**src/hw/rtl/vrm_pkg.sv**
```systemverilog
// Package with shared constants, types and helpers of the voxel ray marcher.
package vrm_pkg;

  localparam int VOXEL_SLOTS = 16;
  localparam int COORD_BITS  = 16;
  localparam int SLOT_IDX_W  = (VOXEL_SLOTS > 1) ? $clog2(VOXEL_SLOTS) : 1;

  localparam int FIELD_W    = 16;
  localparam int SLOT_W     = 4;
  localparam int CHAN_W     = 8;
  localparam int COUNT_W    = 5;
  localparam int LIMIT_W    = 8;
  localparam int CFG_IDX_W  = 1;
  localparam int CFG_DATA_W = 8;

  localparam logic [COUNT_W-1:0] ACTIVE_COUNT_RST = '0;
  localparam logic [LIMIT_W-1:0] STEP_LIMIT_RST   = 8'd51;

  typedef logic [COORD_BITS-1:0] coord_t;
  typedef logic [SLOT_IDX_W-1:0] slot_idx_t;

  typedef enum logic {
    OP_LOAD = 1'b0,
    OP_CAST = 1'b1
  } opcode_t;

  typedef enum logic [CFG_IDX_W-1:0] {
    CFG_ACTIVE_COUNT = 1'b0,
    CFG_STEP_LIMIT   = 1'b1
  } cfg_idx_t;

  typedef struct packed {
    coord_t x;
    coord_t y;
    coord_t z;
  } point_t;

  typedef struct packed {
    logic [CHAN_W-1:0] red;
    logic [CHAN_W-1:0] green;
    logic [CHAN_W-1:0] blue;
  } colour_t;

  // Lowest matching slot among the searched ones, with its colour.
  typedef struct packed {
    logic      hit;
    slot_idx_t slot;
    colour_t   colour;
  } match_t;

  typedef struct packed {
    logic              hit;
    logic [SLOT_W-1:0] slot;
    colour_t           colour;
  } result_t;

  // Finished cast handed from the marcher to the output register.
  typedef struct packed {
    logic    valid;
    result_t res;
  } march_out_t;

  // Sign-extends (or truncates) a 16-bit input field to the coordinate width.
  function automatic coord_t to_coord(input logic signed [FIELD_W-1:0] v);
    return COORD_BITS'(v);
  endfunction

endpackage

```
**src/hw/rtl/vrm_if.sv**
```systemverilog
// Channel interfaces of the voxel ray marcher: input items, results, configuration.
interface vrm_in_if;
  import vrm_pkg::*;

  logic                       valid;
  logic                       ready;
  logic                       opcode;
  logic [SLOT_W-1:0]          slot;
  logic signed [FIELD_W-1:0]  pos_x;
  logic signed [FIELD_W-1:0]  pos_y;
  logic signed [FIELD_W-1:0]  pos_z;
  logic signed [FIELD_W-1:0]  step_x;
  logic signed [FIELD_W-1:0]  step_y;
  logic signed [FIELD_W-1:0]  step_z;
  logic [CHAN_W-1:0]          red_in;
  logic [CHAN_W-1:0]          green_in;
  logic [CHAN_W-1:0]          blue_in;

  modport source (
    output valid, opcode, slot, pos_x, pos_y, pos_z, step_x, step_y, step_z,
           red_in, green_in, blue_in,
    input  ready
  );
  modport sink (
    input  valid, opcode, slot, pos_x, pos_y, pos_z, step_x, step_y, step_z,
           red_in, green_in, blue_in,
    output ready
  );
endinterface

interface vrm_out_if;
  import vrm_pkg::*;

  logic              valid;
  logic              ready;
  logic              hit;
  logic [SLOT_W-1:0] hit_slot;
  logic [CHAN_W-1:0] red_out;
  logic [CHAN_W-1:0] green_out;
  logic [CHAN_W-1:0] blue_out;

  modport source (
    output valid, hit, hit_slot, red_out, green_out, blue_out,
    input  ready
  );
  modport sink (
    input  valid, hit, hit_slot, red_out, green_out, blue_out,
    output ready
  );
endinterface

interface vrm_cfg_if;
  import vrm_pkg::*;

  logic                  valid;
  logic                  ready;
  logic [CFG_IDX_W-1:0]  index;
  logic [CFG_DATA_W-1:0] data;

  modport source (output valid, index, data, input ready);
  modport sink   (input valid, index, data, output ready);
endinterface

```
**src/hw/rtl/vrm_voxel_table.sv**
```systemverilog
// Voxel slot registers with a parallel position compare and lowest-slot select.
module vrm_voxel_table (
  input  logic                          clk,
  input  logic                          wr_en,
  input  vrm_pkg::slot_idx_t            wr_slot,
  input  vrm_pkg::point_t               wr_point,
  input  vrm_pkg::colour_t              wr_colour,
  input  vrm_pkg::point_t               probe,
  input  logic [vrm_pkg::COUNT_W-1:0]   active_count,
  output vrm_pkg::match_t               match
);
  import vrm_pkg::*;

  point_t                 coord_r  [VOXEL_SLOTS];
  colour_t                colour_r [VOXEL_SLOTS];
  logic [VOXEL_SLOTS-1:0] eq;
  slot_idx_t              first_idx;

  always_ff @(posedge clk) begin
    if (wr_en) begin
      coord_r[wr_slot]  <= wr_point;
      colour_r[wr_slot] <= wr_colour;
    end
  end

  // Every slot below the active count compares against the probe point.
  for (genvar i = 0; i < VOXEL_SLOTS; i++) begin : g_cmp
    assign eq[i] = (i < int'(active_count)) && (coord_r[i] == probe);
  end

  always_comb begin
    first_idx = '0;
    for (int i = VOXEL_SLOTS - 1; i >= 0; i--) begin
      if (eq[i]) begin
        first_idx = SLOT_IDX_W'(i);
      end
    end
  end

  assign match.hit    = |eq;
  assign match.slot   = first_idx;
  assign match.colour = colour_r[first_idx];

endmodule

```
**src/hw/rtl/vrm_marcher.sv**
```systemverilog
// Sequencer that steps the ray point with one shared adder and detects the end of a cast.
module vrm_marcher (
  input  logic                          clk,
  input  logic                          rst_n,
  input  logic                          start,
  input  vrm_pkg::point_t               start_point,
  input  vrm_pkg::point_t               step,
  input  logic [vrm_pkg::LIMIT_W-1:0]   step_limit,
  input  vrm_pkg::match_t               match,
  input  logic                          fin_ack,
  output vrm_pkg::point_t               probe,
  output logic                          busy,
  output vrm_pkg::march_out_t           fin
);
  import vrm_pkg::*;

  typedef enum logic [1:0] {
    ST_IDLE,
    ST_MARCH,
    ST_EMPTY
  } state_t;

  state_t             state_r;
  point_t             point_r;
  point_t             step_r;
  logic [LIMIT_W-1:0] cnt_r;

  point_t add_a;
  point_t add_b;
  point_t sum;
  logic   march_hit;
  logic   done;

  // The one adder: start point plus step on entry, then point plus step.
  assign add_a = (state_r == ST_IDLE) ? start_point : point_r;
  assign add_b = (state_r == ST_IDLE) ? step : step_r;
  assign sum.x = add_a.x + add_b.x;
  assign sum.y = add_a.y + add_b.y;
  assign sum.z = add_a.z + add_b.z;

  assign probe     = point_r;
  assign busy      = (state_r != ST_IDLE);
  assign march_hit = (state_r == ST_MARCH) && match.hit;
  assign done      = ((state_r == ST_MARCH) && (match.hit || (cnt_r == step_limit))) ||
                     (state_r == ST_EMPTY);

  assign fin.valid          = done;
  assign fin.res.hit        = march_hit;
  assign fin.res.slot       = march_hit ? SLOT_W'(match.slot) : '0;
  assign fin.res.colour     = march_hit ? match.colour : '0;

  always_ff @(posedge clk) begin
    if (!rst_n) begin
      state_r <= ST_IDLE;
    end else begin
      unique case (state_r)
        ST_IDLE: begin
          if (start) begin
            point_r <= sum;
            step_r  <= step;
            cnt_r   <= LIMIT_W'(1);
            state_r <= (step_limit == '0) ? ST_EMPTY : ST_MARCH;
          end
        end
        ST_MARCH: begin
          if (done) begin
            if (fin_ack) begin
              state_r <= ST_IDLE;
            end
          end else begin
            point_r <= sum;
            cnt_r   <= cnt_r + LIMIT_W'(1);
          end
        end
        ST_EMPTY: begin
          if (fin_ack) begin
            state_r <= ST_IDLE;
          end
        end
        default: begin
          state_r <= ST_IDLE;
        end
      endcase
    end
  end

endmodule

```
**src/hw/rtl/voxel_ray_marcher.sv**
```systemverilog
// Top level of the voxel ray marcher: configuration, channel handshakes and result register.
//
//   Channel   Direction  Handshake          Carries
//   in_ch     sink       valid / ready      opcode, slot, start or voxel position, step, colour
//   out_ch    source     valid / ready      hit, hit_slot, red, green, blue (one per cast)
//   cfg_ch    sink       valid / ready      register index, write data
//
// A load item writes its slot at the edge at which it is taken; it gives no result.
// A cast item forms its first point on entry; then each march step compares the point
// against all active slots at once while the shared adder forms the next point, until a
// hit or the step limit ends the cast and its result is registered.
// A zero step limit still passes through the entry and an empty state that registers a miss.
// in_ch.ready is low while a cast is in flight; a result that cannot leave because the
// output register is still full holds the marcher in place until out_ch.ready frees it.
// Reset (rst_n low at a clock edge) sets active_count to 0 and step_limit to 51 and
// empties the marcher and the output register; the voxel slots keep whatever they held.
module voxel_ray_marcher (
  input logic       clk,
  input logic       rst_n,
  vrm_in_if.sink    in_ch,
  vrm_out_if.source out_ch,
  vrm_cfg_if.sink   cfg_ch
);
  import vrm_pkg::*;

  logic [COUNT_W-1:0] active_count_r;
  logic [LIMIT_W-1:0] step_limit_r;

  logic       in_accept;
  logic       load_en;
  logic       start;
  logic       busy;
  logic       out_free;
  logic       out_valid_r;
  result_t    out_res_r;

  point_t     in_point;
  point_t     in_step;
  colour_t    in_colour;
  point_t     probe;
  match_t     match;
  march_out_t fin;

  // Config writes taken at once, unchecked; user must send them only while the block is idle.
  assign cfg_ch.ready = 1'b1;

  always_ff @(posedge clk) begin
    if (!rst_n) begin
      active_count_r <= ACTIVE_COUNT_RST;
      step_limit_r   <= STEP_LIMIT_RST;
    end else if (cfg_ch.valid) begin
      unique case (cfg_idx_t'(cfg_ch.index))
        CFG_ACTIVE_COUNT: active_count_r <= cfg_ch.data[COUNT_W-1:0];
        CFG_STEP_LIMIT:   step_limit_r   <= cfg_ch.data[LIMIT_W-1:0];
        default: begin
        end
      endcase
    end
  end

  // Input side: loads go straight to the table, casts start the marcher.
  assign in_ch.ready = !busy;
  assign in_accept   = in_ch.valid && in_ch.ready;
  assign load_en     = in_accept && (in_ch.opcode == OP_LOAD) &&
                       (int'(in_ch.slot) < VOXEL_SLOTS);
  assign start       = in_accept && (in_ch.opcode == OP_CAST);

  assign in_point.x       = to_coord(in_ch.pos_x);
  assign in_point.y       = to_coord(in_ch.pos_y);
  assign in_point.z       = to_coord(in_ch.pos_z);
  assign in_step.x        = to_coord(in_ch.step_x);
  assign in_step.y        = to_coord(in_ch.step_y);
  assign in_step.z        = to_coord(in_ch.step_z);
  assign in_colour.red    = in_ch.red_in;
  assign in_colour.green  = in_ch.green_in;
  assign in_colour.blue   = in_ch.blue_in;

  vrm_voxel_table u_table (
    .clk          (clk),
    .wr_en        (load_en),
    .wr_slot      (SLOT_IDX_W'(in_ch.slot)),
    .wr_point     (in_point),
    .wr_colour    (in_colour),
    .probe        (probe),
    .active_count (active_count_r),
    .match        (match)
  );

  vrm_marcher u_marcher (
    .clk         (clk),
    .rst_n       (rst_n),
    .start       (start),
    .start_point (in_point),
    .step        (in_step),
    .step_limit  (step_limit_r),
    .match       (match),
    .fin_ack     (out_free),
    .probe       (probe),
    .busy        (busy),
    .fin         (fin)
  );

  // Output register: it can take a new result when empty or when its item leaves.
  assign out_free = !out_valid_r || out_ch.ready;

  always_ff @(posedge clk) begin
    if (!rst_n) begin
      out_valid_r <= 1'b0;
    end else begin
      if (fin.valid && out_free) begin
        out_valid_r <= 1'b1;
        out_res_r   <= fin.res;
      end else if (out_ch.ready) begin
        out_valid_r <= 1'b0;
      end
    end
  end

  assign out_ch.valid     = out_valid_r;
  assign out_ch.hit       = out_res_r.hit;
  assign out_ch.hit_slot  = out_res_r.slot;
  assign out_ch.red_out   = out_res_r.colour.red;
  assign out_ch.green_out = out_res_r.colour.green;
  assign out_ch.blue_out  = out_res_r.colour.blue;

  // A cast taken keeps the input closed in the next cycle.
  a_cast_blocks_input: assert property (@(posedge clk) disable iff (!rst_n)
    (in_accept && (in_ch.opcode == OP_CAST)) |=> !in_ch.ready)
    else $error("input ready while a cast is in flight");

  // A new result only ever comes out of a cast that was in flight.
  a_result_from_cast: assert property (@(posedge clk) disable iff (!rst_n)
    (out_ch.valid && !$past(out_ch.valid)) |-> $past(busy))
    else $error("result appeared without a cast in flight");

  // A load never produces a result.
  a_load_no_result: assert property (@(posedge clk) disable iff (!rst_n)
    (in_accept && (in_ch.opcode == OP_LOAD) && !out_ch.valid) |=> !out_ch.valid)
    else $error("result appeared after a load");

endmodule

```
**src/flat_wrapper.sv**
```systemverilog
// flat-port wrapper written by rule: the top's interface ports become plain ports
module voxel_ray_marcher_flat import vrm_pkg::*;
  (clk, rst_n, in_ch_valid, in_ch_opcode, in_ch_slot, in_ch_pos_x, in_ch_pos_y, in_ch_pos_z, in_ch_step_x, in_ch_step_y, in_ch_step_z, in_ch_red_in, in_ch_green_in, in_ch_blue_in, in_ch_ready, out_ch_valid, out_ch_hit, out_ch_hit_slot, out_ch_red_out, out_ch_green_out, out_ch_blue_out, out_ch_ready, cfg_ch_valid, cfg_ch_index, cfg_ch_data, cfg_ch_ready);
  vrm_in_if in_ch_i ();
  vrm_out_if out_ch_i ();
  vrm_cfg_if cfg_ch_i ();
  input logic clk;
  input logic rst_n;
  input wire logic [$bits(in_ch_i.valid)-1:0] in_ch_valid;
  input wire logic [$bits(in_ch_i.opcode)-1:0] in_ch_opcode;
  input wire logic [$bits(in_ch_i.slot)-1:0] in_ch_slot;
  input wire logic [$bits(in_ch_i.pos_x)-1:0] in_ch_pos_x;
  input wire logic [$bits(in_ch_i.pos_y)-1:0] in_ch_pos_y;
  input wire logic [$bits(in_ch_i.pos_z)-1:0] in_ch_pos_z;
  input wire logic [$bits(in_ch_i.step_x)-1:0] in_ch_step_x;
  input wire logic [$bits(in_ch_i.step_y)-1:0] in_ch_step_y;
  input wire logic [$bits(in_ch_i.step_z)-1:0] in_ch_step_z;
  input wire logic [$bits(in_ch_i.red_in)-1:0] in_ch_red_in;
  input wire logic [$bits(in_ch_i.green_in)-1:0] in_ch_green_in;
  input wire logic [$bits(in_ch_i.blue_in)-1:0] in_ch_blue_in;
  output wire logic [$bits(in_ch_i.ready)-1:0] in_ch_ready;
  output wire logic [$bits(out_ch_i.valid)-1:0] out_ch_valid;
  output wire logic [$bits(out_ch_i.hit)-1:0] out_ch_hit;
  output wire logic [$bits(out_ch_i.hit_slot)-1:0] out_ch_hit_slot;
  output wire logic [$bits(out_ch_i.red_out)-1:0] out_ch_red_out;
  output wire logic [$bits(out_ch_i.green_out)-1:0] out_ch_green_out;
  output wire logic [$bits(out_ch_i.blue_out)-1:0] out_ch_blue_out;
  input wire logic [$bits(out_ch_i.ready)-1:0] out_ch_ready;
  input wire logic [$bits(cfg_ch_i.valid)-1:0] cfg_ch_valid;
  input wire logic [$bits(cfg_ch_i.index)-1:0] cfg_ch_index;
  input wire logic [$bits(cfg_ch_i.data)-1:0] cfg_ch_data;
  output wire logic [$bits(cfg_ch_i.ready)-1:0] cfg_ch_ready;
  assign in_ch_i.valid = in_ch_valid;
  assign in_ch_i.opcode = in_ch_opcode;
  assign in_ch_i.slot = in_ch_slot;
  assign in_ch_i.pos_x = in_ch_pos_x;
  assign in_ch_i.pos_y = in_ch_pos_y;
  assign in_ch_i.pos_z = in_ch_pos_z;
  assign in_ch_i.step_x = in_ch_step_x;
  assign in_ch_i.step_y = in_ch_step_y;
  assign in_ch_i.step_z = in_ch_step_z;
  assign in_ch_i.red_in = in_ch_red_in;
  assign in_ch_i.green_in = in_ch_green_in;
  assign in_ch_i.blue_in = in_ch_blue_in;
  assign in_ch_ready = in_ch_i.ready;
  assign out_ch_valid = out_ch_i.valid;
  assign out_ch_hit = out_ch_i.hit;
  assign out_ch_hit_slot = out_ch_i.hit_slot;
  assign out_ch_red_out = out_ch_i.red_out;
  assign out_ch_green_out = out_ch_i.green_out;
  assign out_ch_blue_out = out_ch_i.blue_out;
  assign out_ch_i.ready = out_ch_ready;
  assign cfg_ch_i.valid = cfg_ch_valid;
  assign cfg_ch_i.index = cfg_ch_index;
  assign cfg_ch_i.data = cfg_ch_data;
  assign cfg_ch_ready = cfg_ch_i.ready;
  voxel_ray_marcher u_core (.clk(clk), .rst_n(rst_n), .in_ch(in_ch_i), .out_ch(out_ch_i), .cfg_ch(cfg_ch_i));
endmodule
```
**config.mk**
```make
export PLATFORM = sky130hd
export DESIGN_NAME = voxel_ray_marcher_flat
export DESIGN_NICKNAME = d
export VERILOG_FILES = /design/src/hw/rtl/vrm_pkg.sv /design/src/hw/rtl/vrm_if.sv /design/src/hw/rtl/vrm_voxel_table.sv /design/src/hw/rtl/vrm_marcher.sv /design/src/hw/rtl/voxel_ray_marcher.sv /design/src/flat_wrapper.sv
export SDC_FILE = /design/constraint.sdc
export NUM_CORES = 2
export LEC_CHECK = 0
export ABC_AREA = 0
export BUFFER_PORTS_ARGS = -buffer_cell sky130_fd_sc_hd__buf_2
export CAP_MARGIN = 10
export CELL_PAD_IN_SITES_DETAIL_PLACEMENT = 1
export CELL_PAD_IN_SITES_GLOBAL_PLACEMENT = 1
export CORE_ASPECT_RATIO = 1.75
export CORE_MARGIN = 5
export CORE_UTILIZATION = 48
export CTS_CLUSTER_SIZE = 40
export DETAILED_ROUTE_END_ITERATION = 8
export PLACE_DENSITY_LB_ADDON = 0.1
export SKIP_LAST_GASP = 1
export SYNTH_ARGS = -nofsm -noshare
export SYNTH_HDL_FRONTEND = slang
export SYNTH_SLANG_ARGS = --single-unit
```
**constraint.sdc**
```tcl
create_clock -name clk -period 8.2 [get_ports clk]
set_input_delay 2.46 -clock clk [delete_from_list [all_inputs] [get_ports clk]]
set_output_delay 2.46 -clock clk [all_outputs]
set_load 0.05 [all_outputs]
```
==> metrics.cfg <==
[run_status]
status = complete, no violations

[synthesis]
ys_async_sr_fraction_pct = 0
yosys-top-cells-area = edfxtp_1, xor2_1, xnor2_1
synthCells = 4084
synth_area_leader_cell = edfxtp_1
synth_fa_ha_area_share_pct = 1.15
ys_types = 77
synth_edf_count = 1285
yosysSeqAreaShare_pct = 66.4
ys.flop_type = edfxtp_1
synth_top_family_by_area = XOR/XNOR gates
synth_warnings = 0
syn_area_um2 = 58600
synth_nets = 4275
synthMuxAreaShare_pct = 3.36
ys_ff_latch = 1301
yosys.area_share.xor_xnor_pct = 11.8
synth_top_area_share_pct = 65.9
synth_compound_area_share_pct = 3.92
synthSimpleGateAreaFrac_pct = 11.1
syn_area_per_cell_um2 = 14.3

[global_route]
grt_pass1_wl_um = 312000
overflow = 0
grt_pass1_vias = 40500
grt_antenna_before_repair = 20
grt_max_degree = 137
track_usage_pct = 34.9

[floorplan]
dieArea_um2 = 129000
chipHeight_um = 472
start_util_pct = 48.3
io-pin-count = 171
die_w_um = 274
num_rows = 169
core_area_um2 = 121000

[final_layout]
nets = 4540
mostFrequentLayoutCells = edfxtp_1, xor2_1, xnor2_1, nor4_1, nand4_1
final_common_cell = edfxtp_1
finalNonFillerCells = 6085
drive_gt1_share_pct = 15.0
area_delta_synth_final_pct = 12.5

[critical_path]
end_kind = flip-flop
worstPathArrival_ns = 6.92
worst_path_max_delay_cell = nor4_1
crit_required_ns = 8.79
cp_max_fo = 70
max_stage_delay_ns = 1.03
cp-start-kind = flip-flop
crit_family = simple AND/OR/NAND/NOR gates
crit_chain = buf_4 > xor2_1 > nor4_1 > nand4_1 > nor4_1 > o21ba_2 > a211oi_1 > o31a_2 > or2_4 > buf_12 > nand3_1 > nand3_1 > mux2i_1 > o221ai_1
path_buf_inv = 2
critPathKind = flip-flop to flip-flop

[power_and_ir_drop]
power_density_nw_per_um2 = 243
vdd_drop_max_uv = 197
finalPower_w = 0.0160
leakage_nw = 21.8

[routing]
firstDrtPassIters = 6
drt_iter0_markers = 4085
drtAntennaViolNets = 0
routedWlPerCell_um = 37.8
via_per_inst = 6.41
vias = 39000
drt_wl_total_um = 230000
drc_errors = 0

[placed_design]
hpwlAfterDp_um = 152000
dp.cells = 5853
place_congestion = 0.969
place_ws_ns = 2.04
portBuffers = 169

[timing]
period_share_pct = 77.2
rsz0062_at_grt = false
setup_violations = 0
fin_skew_ns = 0.0304
final-hold-violation-count = 0
setup_ws_ns = 1.87
min_period_ns = 6.33
worst_pin_slew_ns = 1.27
slew_violations = 0
fin_tns_setup_ns = 0
relSlewSlack_pct = 15.1
maxClockFrequency_ghz = 0.158

[cts]
clk_latency_ns = 0.78
path_clk_slew_ns = 0.07
postCtsResizedCells = 0
cts_hold_buf = 0
numCtsBuffers = 117
cts-root-buf = clkbuf_16
cts_tree = built
clkSinkCount = 1301
post-cts-setup-buffers = 0
cts.path.max_buffers = 3
h-tree-depth = 3

[worst_hold_path]
hold_path_class = flip-flop to flip-flop

[flow_run]
drv_cap = 0

[power by group]
| part | leakage (nW) | internal [W] | switching (W) | total, W |
|---|---|---|---|---|
| combinational | 8.23 | 0.000834 | 0.00191 | 0.00274 |
| sequential | 11.7 | 0.00746 | 0.000169 | 0.00763 |
| clock | 1.86 | 0.00305 | 0.00257 | 0.00562 |
[Yosys cell counts, types with 8 or more instances]
cell	instances
nand4_1	184
nor4b_1	12
nand2_1	141
o221ai_1	20
a31oi_1	53
nand2b_1	13
buf_4	9
ha_1	49
o211ai_1	10
o21ai_0	73
nor2b_1	90
xnor2_1	376
nor3_1	50
nor2_1	75
mux2_2	100
nand3_1	170
nand4b_1	16
buf_1	19
o21a_1	13
a2111oi_0	21
o2111ai_1	9
nor4_1	261
mux2i_1	66
a21oi_1	44
inv_1	96
clkbuf_1	57
a21boi_0	8
or4_1	20
o21bai_1	38
a21o_1	10
dfxtp_1	16
buf_2	111
mux4_2	8
edfxtp_1	1285
and2_1	16
nand3b_1	45
xor2_1	413
a211oi_1	10
[path summary, 6_finish.rpt]
path | start | endpoint | slack [ns] | cells past startpoint
worst max register to register | u_core.u_marcher.probe[19]$_DFFE_PP_ | u_core.out_ch.blue_out[4]$_SDFFCE_PN0P_ | 1.87 | 14
worst max-delay path | u_core.u_marcher.probe[19]$_DFFE_PP_ | u_core.out_ch.blue_out[4]$_SDFFCE_PN0P_ | 1.87 | 14
worst min register to register | u_core.step_limit_r[0]$_SDFFE_PN1P_ | u_core.step_limit_r[0]$_SDFFE_PN1P_ | 0.50 | 2
worst min-delay path | u_core.step_limit_r[0]$_SDFFE_PN1P_ | u_core.step_limit_r[0]$_SDFFE_PN1P_ | 0.50 | 2
[state kept, by name (all words and copies together) (netlist names)]
register                  cells
u_core.active_count_r         5
u_core.out_ch.blue_out        8
u_core.out_ch.green_out       8
u_core.out_ch.hit             1
u_core.out_ch.hit_slot        4
u_core.out_ch.red_out         8
u_core.out_ch.valid           1
u_core.step_limit_r           8
u_core.u_marcher.cnt_r        8
u_core.u_marcher.probe       48
u_core.u_marcher.state_r      2
u_core.u_marcher.step_r      48
u_core.u_table.colour_r     384
u_core.u_table.coord_r      768
[worst reg2reg max path: stages (launching register included)]
cell and delay (ns):
edfxtp_1 0.89, buf_4 0.44, xor2_1 0.28, nor4_1 0.40, nand4_1 0.16, nor4_1 1.03
o21ba_2 0.29, a211oi_1 0.22, o31a_2 0.68, or2_4 0.83, buf_12 0.35, nand3_1 0.16
nand3_1 0.11, mux2i_1 0.09, o221ai_1 0.24
[final cells by class]
| class | count | area (um^2) |
|---|---|---|
| multi-input cells | 2487 | 18600 |
| fillers | 11700 | 55200 |
| clock inverters | 84 | 764 |
| clock buffers | 131 | 3020 |
| flip-flops and latches | 1301 | 38900 |
| inverters | 96 | 360 |
| well taps | 1624 | 2030 |
| diodes | 16 | 40.0 |
| repair buffers | 346 | 2240 |
[per-layer routing]
| metal | part of all wire, % | wire length, um | GRT usage (%) | up-vias |
|---|---|---|---|---|
| li1 | - | - | - | 16100 |
| met1 | 32 | 74200 | 36.1 | 20100 |
| met2 | 50 | 114000 | 59.8 | 2034 |
| met3 | 7.3 | 16800 | 6.67 | 761 |
| met4 | 11 | 25000 | 30.6 | 6 |
| met5 | 0.016 | 36 | 0 | - |
[cells by family after synthesis]
| group | after synthesis |
|---|---|
| flip-flops | 1301 |
| AND/OR/NAND/NOR | 1133 |
| XOR/XNOR | 789 |
| AO/OA/AOI/OAI | 338 |
| buffers and inverters | 296 |
| multiplexers | 174 |
| adder cells (fa/ha/maj) | 52 |
| other | 1 |
[stage by stage]
| stage | hold slack [ns] | area [um^2] | util [%] |
|---|---|---|---|
| 2_1_floorplan | 0.468 | 58600 | - |
| 3_3_place_gp | 0.485 | 62100 | 51.2 |
| 3_5_place_dp | 0.494 | 62100 | 51.2 |
| 4_1_cts | 0.501 | 65900 | 54.4 |
| 5_1_grt | 0.522 | 65900 | 54.4 |
| 6_report | 0.496 | 65900 | 54.4 |
Note: power is estimated with default switching activity, not from simulation.
